$ cat src/hw/rtl/gsg_pkg.sv
// Shared types, constants and the gray weighting for the Sobel gradient block.
// No dependencies; gsg_sobel, the top level and the bench import this package.
package gsg_pkg;

    localparam int MAX_WIDTH  = 2048;
    localparam int MAX_HEIGHT = 4096;
    localparam int COL_W      = $clog2(MAX_WIDTH);     // 11
    localparam int ROW_W      = $clog2(MAX_HEIGHT);    // 12
    localparam int FW_W       = 12;                    // frame_width register
    localparam int FH_W       = 13;                    // frame_height register
    localparam int CFG_DATA_W = 13;
    localparam int SUM_W      = 11;                    // signed Sobel sum, +-1020

    localparam logic [FW_W-1:0] FW_RESET = FW_W'(MAX_WIDTH);
    localparam logic [FH_W-1:0] FH_RESET = FH_W'(1024);
    localparam logic [FW_W-1:0] FW_MIN   = FW_W'(3);
    localparam logic [FW_W-1:0] FW_MAX   = FW_W'(MAX_WIDTH);
    localparam logic [FH_W-1:0] FH_MIN   = FH_W'(3);
    localparam logic [FH_W-1:0] FH_MAX   = FH_W'(MAX_HEIGHT);

    typedef enum logic [0:0] {
        CFG_FRAME_WIDTH  = 1'b0,
        CFG_FRAME_HEIGHT = 1'b1
    } cfg_reg_t;

    typedef struct packed {
        logic [7:0] red;
        logic [7:0] green;
        logic [7:0] blue;
    } pix_t;

    typedef struct packed {
        logic [ROW_W-1:0] pix_row;
        logic [COL_W-1:0] pix_col;
        logic [7:0]       gray;
        logic [7:0]       grad_x;
        logic [7:0]       grad_y;
        logic             last_of_run;
    } res_t;

    // columns c-2 and c-1 of the 3x3 window, three rows each
    typedef struct packed {
        logic [7:0] tl;
        logic [7:0] ml;
        logic [7:0] bl;
        logic [7:0] tc;
        logic [7:0] mc;
        logic [7:0] bc;
    } window_t;

    function automatic logic [7:0] gray_of(input pix_t p);
        logic [17:0] acc;
        acc = 18'd306 * 18'(p.red) + 18'd601 * 18'(p.green) + 18'd117 * 18'(p.blue);
        return acc[17:10];
    endfunction

endpackage

$ cat src/hw/rtl/gsg_sobel.sv
// 3x3 Sobel X/Y kernel: sums, divide by 4 toward zero, keep the low 8 bits.
// Depends on gsg_pkg for the window type.
module gsg_sobel
    import gsg_pkg::*;
(
    input  window_t    win,
    input  logic [7:0] tr,
    input  logic [7:0] mr,
    input  logic [7:0] br,
    output logic [7:0] grad_x,
    output logic [7:0] grad_y
);

    function automatic logic [7:0] div4_wrap(input logic signed [SUM_W-1:0] s);
        logic signed [SUM_W-1:0] q;
        // arithmetic shift floors; bias negatives by 3 to truncate toward zero
        if (s < 0)
        begin
            q = (s + SUM_W'(signed'(3))) >>> 2;
        end
        else
        begin
            q = s >>> 2;
        end
        return q[7:0];
    endfunction

    function automatic logic signed [SUM_W-1:0] ext(input logic [7:0] v);
        return signed'({{(SUM_W-8){1'b0}}, v});
    endfunction

    logic signed [SUM_W-1:0] sum_x;
    logic signed [SUM_W-1:0] sum_y;

    always_comb
    begin
        sum_x = ext(tr) - ext(win.tl) + ((ext(mr) - ext(win.ml)) <<< 1)
              + ext(br) - ext(win.bl);
        sum_y = ext(win.bl) + (ext(win.bc) <<< 1) + ext(br)
              - ext(win.tl) - (ext(win.tc) <<< 1) - ext(tr);
        grad_x = div4_wrap(sum_x);
        grad_y = div4_wrap(sum_y);
    end

endmodule

$ cat config.mk
export PLATFORM = sky130hd
export DESIGN_NAME = gsg_sobel
export DESIGN_NICKNAME = d
export VERILOG_FILES = /design/src/hw/rtl/gsg_pkg.sv /design/src/hw/rtl/gsg_sobel.sv
export SDC_FILE = /design/constraint.sdc
export NUM_CORES = 1
export LEC_CHECK = 0
export ABC_CLOCK_PERIOD_IN_PS = 5450
export BUFFER_PORTS_ARGS = -buffer_cell sky130_fd_sc_hd__buf_2
export CAP_MARGIN = 10
export CORE_ASPECT_RATIO = 0.8
export CORE_UTILIZATION = 30
export DETAILED_ROUTE_END_ITERATION = 10
export GPL_TIMING_DRIVEN = 0
export PLACE_DENSITY_LB_ADDON = 0.3
export SLEW_MARGIN = 5
export SYNTH_ARGS = -nofsm -noshare
export SYNTH_HDL_FRONTEND = slang
export SYNTH_SLANG_ARGS = --single-unit
$ cat constraint.sdc
create_clock -name vclk -period 5.45
set_clock_uncertainty 0.2 [all_clocks]
set_input_delay 0.545 -clock vclk [all_inputs]
set_output_delay 0.545 -clock vclk [all_outputs]
set_load 0.02 [all_outputs]
==> results.py, run 1 <==
metrics = {
    "synth": {
        "synth_top_area_share": 0.315,
        "syn_inst": 380,
        "synth.distinct_cells": 42,
        "synthTopCellsByCount": "inv_1 (118), fa_1 (48), ha_1 (43)",
        "syn-cell-area_um2": 3050,
        "ys_warn_count": 0,
        "synth.most_common_cell": "inv_1",
        "synth_top_area_cell": "fa_1",
        "synth_fp_nets": 543,
        "synth_area_per_cell_um2": 8.02,
        "ys_seq_area_frac": 0,
        "ys_top_cells_by_area": "fa_1 (32%), ha_1 (18%), inv_1 (15%), xnor2_1 (6.9%), a21oi_1 (3.8%)",
    },
    "die": {
        "rows": 32,
        "io_pins": 88,
        "die-area_um2": 10600,
        "core-area_um2": 9770,
        "die_w_um": 115,
        "start_util": 0.312,
        "die_h_um": 92.1,
    },
    "worst_setup_path": {
        "slowest_stage": "fa_1",
        "worst-path-buf-inv": 6,
        "cp_max_fo": 5,
        "path_class": "input pin to output port",
        "required_ps": 4700,
        "cp.arrival_ps": 4730,
        "cp_cell_sequence": "buf_8, ha_4, fa_2, nor2b_2, o21ai_2, a21boi_2, buf_4, nor2_4, fa_1, inv_2, fa_1, inv_2, ha_4, a21oi_2, o22a_1, o21a_2, o21ai_4, mux2i_4, buf_6, nand2_4, xnor2_2, buf_4",
        "end_kind": "output port",
        "cp-start-kind": "input pin",
        "critical_path.max_stage_delay_ps": 510,
        "critPathTopFamily": "adder cells",
    },
    "place": {
        "place_ws_ps": -641,
        "hpwl_um": 6190,
        "placed_cell_area_um2": 3640,
        "placed_cells": 596,
        "place_congestion": 0.820,
        "io_buffers": 80,
    },
    "global_routing": {
        "antenna_found_initial": 0,
        "grtUsageTotal": 0.140,
        "grt_max_degree": 11,
        "grt_overflow": 0,
        "grt_pass1_wl_um": 12000,
        "grt_pass1_vias": 2767,
    },
    "final_layout": {
        "fillers": 1021,
        "fin_area_um2": 4160,
        "nNetsFinal": 643,
        "diodes": 0,
        "fin_cells": 614,
        "drive_gt1_frac": 0.326,
        "clock_buffers": 0,
        "syn_to_final_growth_pct": 36.7,
        "nFlopsAndLatches": 0,
        "seq_area_um2": 0,
    },
    "routing": {
        "first_pass_iters": 4,
        "wire_per_inst_um": 11.2,
        "drtAntennaViolNets": 0,
        "drt_iter0_markers": 115,
        "drt-total-wl_um": 6880,
        "viasPerCell": 4.36,
        "dr_total_vias": 2677,
        "drc": 0,
    },
    "power": {
        "power.density_nw_per_um2": 656,
        "p_leak_nw": 2.21,
        "peakVddDrop_mv": 0.299,
    },
    "timing": {
        "hold_violations": 0,
        "fmax_ghz": 0.183,
        "rsz0062_at_grt": "true",
        "tightest_slew_ps": 805,
        "setup_viol": 2,
        "maxSlewHeadroom": 0.458,
        "min_period_over_period": 1.00,
        "whs_ps": 1720,
        "slew_violations": 0,
        "layout_setup_ws_ps": -22.9,
        "fin_crit_ps": 5470,
    },
    "status": {
        "violations": "negative setup slack",
        "outcome": "finished with violations",
    },
    "hold_path": {
        "min_path_type": "input pin to output port",
        "min_path_cells": 8,
        "hp-start": "win[40]",
        "hold_path_end": "grad_x[0]",
    },
    "job": {
        "maxCapViolCount": 0,
    },
}
layout by cell type (no fill, tap or decap), types with 4 or more instances in the layout:
master / n
fa_1: 46
o21ai_2: 4
xnor2_1: 17
nor2b_1: 4
xor2_1: 9
buf_4: 22
a21oi_1: 19
buf_2: 68
buf_6: 5
inv_1: 107
nand2b_1: 6
a21o_1: 6
xnor2_2: 6
nand2_1: 15
o21bai_1: 4
o21ai_0: 5
nor2_1: 17
ha_4: 7
inv_2: 9
ha_1: 36
tightest hold or removal path, delay by kind of cell:
kind	cells	cell delay (ps)
fa+ha+maj	2	330
xor+xnor	1	70
simple gates	2	160
buf+inv	3	270
repair_timing:
| item | in CTS | in global routing |
|---|---|---|
| buffers inserted | 9 | 9 |
| hold buffers | 0 | 0 |
| endpoints found under the setup margin | 9 | 9 |
| gates resized for setup | 43 | 39 |
| pin swaps | 26 | 26 |
routing by layer:
| layer | up-vias | share of wire | GRT usage |
|---|---|---|---|
| li1 | 1377 | - | - |
| met1 | 1238 | 0.50 | 0.202 |
| met2 | 60 | 0.46 | 0.241 |
| met3 | 2 | 0.039 | 0.00727 |
| met4 | 0 | 0.0010 | 0.00325 |
| met5 | - | 0 | 0 |
power by group:
group	internal (mW)	switching, mW	total, mW	leakage, nW
clock	0	0	0	0
sequential	0	0	0	0
combinational	1.24	1.49	2.73	2.21
worst max path at each step:
stage                        from         to  slack [ps]  cells after the start
final                     win[40]  grad_x[3]         -20                     22
after global routing        tr[0]  grad_x[6]        -220                     24
after CTS                   tr[0]  grad_x[7]         -30                     22
after detailed placement    tr[0]  grad_x[7]        -640                     23
after global placement      tr[0]  grad_x[7]        -560                     23
after floorplan             tr[0]  grad_x[7]         0.7                     21
per-stage QoR:
stage                     utilization  power [mW]  TNS (ps)
after floorplan                     -        1.69         0
after global placement          0.373        2.18     -3150
after detailed placement        0.373        2.21     -3790
after CTS                       0.399        2.44     -51.8
after global routing            0.426        3.01     -1310
final                           0.426        2.73     -36.9
cell families (layout without fill, tap and decap cells):
| family | Yosys count | count (layout) | share of synthesized area |
|---|---|---|---|
| buffers and inverters | 119 | 217 | 0.147 |
| adder cells (fa/ha/maj) | 91 | 91 | 0.492 |
| AO/OA/AOI/OAI | 66 | 66 | 0.139 |
| AND/OR/NAND/NOR | 66 | 66 | 0.112 |
| XOR/XNOR | 36 | 36 | 0.103 |
| multiplexers | 2 | 2 | 0.00698 |
layout make-up:
cell class / count / area [um^2] / share of cell area
timing repair buffer: 98 / 612 / 0.147
buffer: 1 / 3.75 / 0.000901
inverter: 118 / 448 / 0.108
multi-input combinational: 261 / 2930 / 0.704
tap: 136 / 170 / 0.0409
Note: power is estimated with default switching activity, not from simulation.
==> run 2, diff against run 1 <==
--- a/config.mk
+++ b/config.mk
@@ -9,7 +9,7 @@
 export BUFFER_PORTS_ARGS = -buffer_cell sky130_fd_sc_hd__buf_2
 export CAP_MARGIN = 10
 export CORE_ASPECT_RATIO = 0.8
-export CORE_UTILIZATION = 30
+export CORE_UTILIZATION = 50
 export DETAILED_ROUTE_END_ITERATION = 10
 export GPL_TIMING_DRIVEN = 0
 export PLACE_DENSITY_LB_ADDON = 0.3
==> results.py, run 2 (synthesis gave the netlist of run 1 again) <==
metrics = {
    "timing": {
        "setup_viol": 5,
        "slew_violations": 0,
        "fin_crit_ps": 5510,
        "whs_ps": 1710,
        "rsz0062_at_grt": "true",
        "min_period_over_period": 1.01,
        "fmax_ghz": 0.181,
        "hold_violations": 0,
        "maxSlewHeadroom": 0.614,
        "tightest_slew_ps": 575,
        "layout_setup_ws_ps": -60.2,
    },
    "worst_setup_path": {
        "end_kind": "output port",
        "cp_cell_sequence": "buf_6, inv_4, ha_4, fa_2, nor2b_2, o21ai_2, a21boi_2, buf_4, nor2_2, fa_1, inv_2, fa_1, inv_2, ha_4, a21oi_4, o22a_1, o21a_1, o21ai_4, mux2i_4, buf_4, nand4bb_4, xor2_2, buf_4",
        "cp-start-kind": "input pin",
        "worst_path_most_repeated_cell": "buf_4",
        "path_depth": 23,
        "worst-path-buf-inv": 7,
        "critPathTopFamily": "adder cells",
        "cp.arrival_ps": 4770,
        "path_class": "input pin to output port",
        "required_ps": 4700,
        "slowest_stage": "fa_1",
        "critical_path.max_stage_delay_ps": 540,
        "cp_max_fo": 4,
    },
    "die": {
        "io_pins": 88,
        "rows": 25,
        "die_h_um": 71.8,
        "core-area_um2": 5880,
        "die_w_um": 89.3,
        "die-area_um2": 6410,
        "start_util": 0.518,
    },
    "global_routing": {
        "grt_pass1_vias": 2783,
        "grt_pass1_wl_um": 11200,
        "antenna_found_initial": 0,
        "grt_overflow": 0,
        "grtUsageTotal": 0.217,
        "grt_max_degree": 11,
    },
    "hold_path": {
        "min_path_cells": 8,
        "hold_path_end": "grad_x[0]",
        "hp-start": "win[40]",
        "min_path_type": "input pin to output port",
    },
    "routing": {
        "drc": 0,
        "drt_iter0_markers": 43,
        "viasPerCell": 4.98,
        "wire_per_inst_um": 12.5,
        "dr_total_vias": 2787,
        "drt-total-wl_um": 7000,
        "first_pass_iters": 4,
        "drtAntennaViolNets": 0,
    },
    "final_layout": {
        "syn_to_final_growth_pct": 32.6,
        "nNetsFinal": 644,
        "fin_area_um2": 4040,
        "clock_buffers": 0,
        "seq_area_um2": 0,
        "fin_cells": 560,
        "drive_gt1_frac": 0.322,
        "final_cell_mix": "inv_1 (107), buf_2 (67), fa_1 (45), ha_1 (36), buf_4 (27)",
        "nFlopsAndLatches": 0,
        "final_util": 0.687,
        "diodes": 0,
        "final_common_cell": "inv_1",
    },
    "status": {
        "outcome": "finished with violations",
        "violations": "negative setup slack",
    },
    "power": {
        "peakVddDrop_mv": 0.318,
        "p_leak_nw": 2.17,
        "power.density_nw_per_um2": 678,
    },
    "place": {
        "place_ws_ps": -599,
        "hpwl_um": 5630,
        "io_buffers": 80,
        "place_congestion": 0.893,
        "placed_cell_area_um2": 3570,
        "placed_cells": 541,
    },
    "job": {
        "maxCapViolCount": 0,
    },
}
==> run 2: cell count changes in the layout (fill, tap and decap cells not counted), moves of 2 or more <==
cell / before / now
nor2_1: 17 / 15
nor2_2: 0 / 4
buf_8: 2 / 0
nor2_4: 2 / 0
buf_4: 22 / 27
xnor2_1: 17 / 21
xnor2_2: 6 / 2
o21ai_1: 3 / 5
==> run 2: final cells by class <==
type / instances / area [um^2]
Multi-Input combinational cell: 261 / 2900
Fill cell: 498 / 1840
Timing Repair Buffer: 99 / 594
Inverter: 118 / 445
Tap cell: 81 / 101
Buffer: 1 / 3.75
==> run 2: worst max-delay path by stage <==
stage | start | to | slack [ps]
floorplan | tr[0] | grad_x[7] | 0.7
global placement | win[40] | grad_x[7] | -500
detailed placement | tr[0] | grad_x[7] | -600
CTS | tr[0] | grad_x[7] | -100
global route | tr[0] | grad_x[6] | -270
finish | tr[0] | grad_x[7] | -60
==> run 2: routing by layer <==
metal  GRT usage  wire length (um)
met5           0                 0
met2       0.411              3570
met1       0.286              3060
met3     0.00922               314
met4     0.00882                65
==> run 2: power by group <==
part           total (mW)  leakage [nW]  switching [mW]  internal, mW
Combinational        2.74          2.17            1.51          1.23
Clock                   0             0               0             0
Sequential              0             0               0             0
==> run 2: stage by stage <==
step                TNS, ps  total power, mW
finish                 -176             2.74
global route          -1550             2.97
CTS                    -371             2.44
detailed placement    -3630             2.18
global placement      -2740             2.13
floorplan                 0             1.69
==> run 2: repair_timing <==
| action | CTS | global route |
|---|---|---|
| setup buffers | 9 | 11 |
| resized for setup | 33 | 42 |
| pin swaps | 25 | 33 |
| endpoints found under the setup margin | 9 | 9 |
| hold buffers | 0 | 0 |
==> run 2: tightest hold or removal path, cell delays in order <==
cell    delay, ps
buf_6          80
ha_4          180
inv_1          40
ha_1          140
nor2_1         50
nor2_2        100
xor2_1         70
buf_4         150
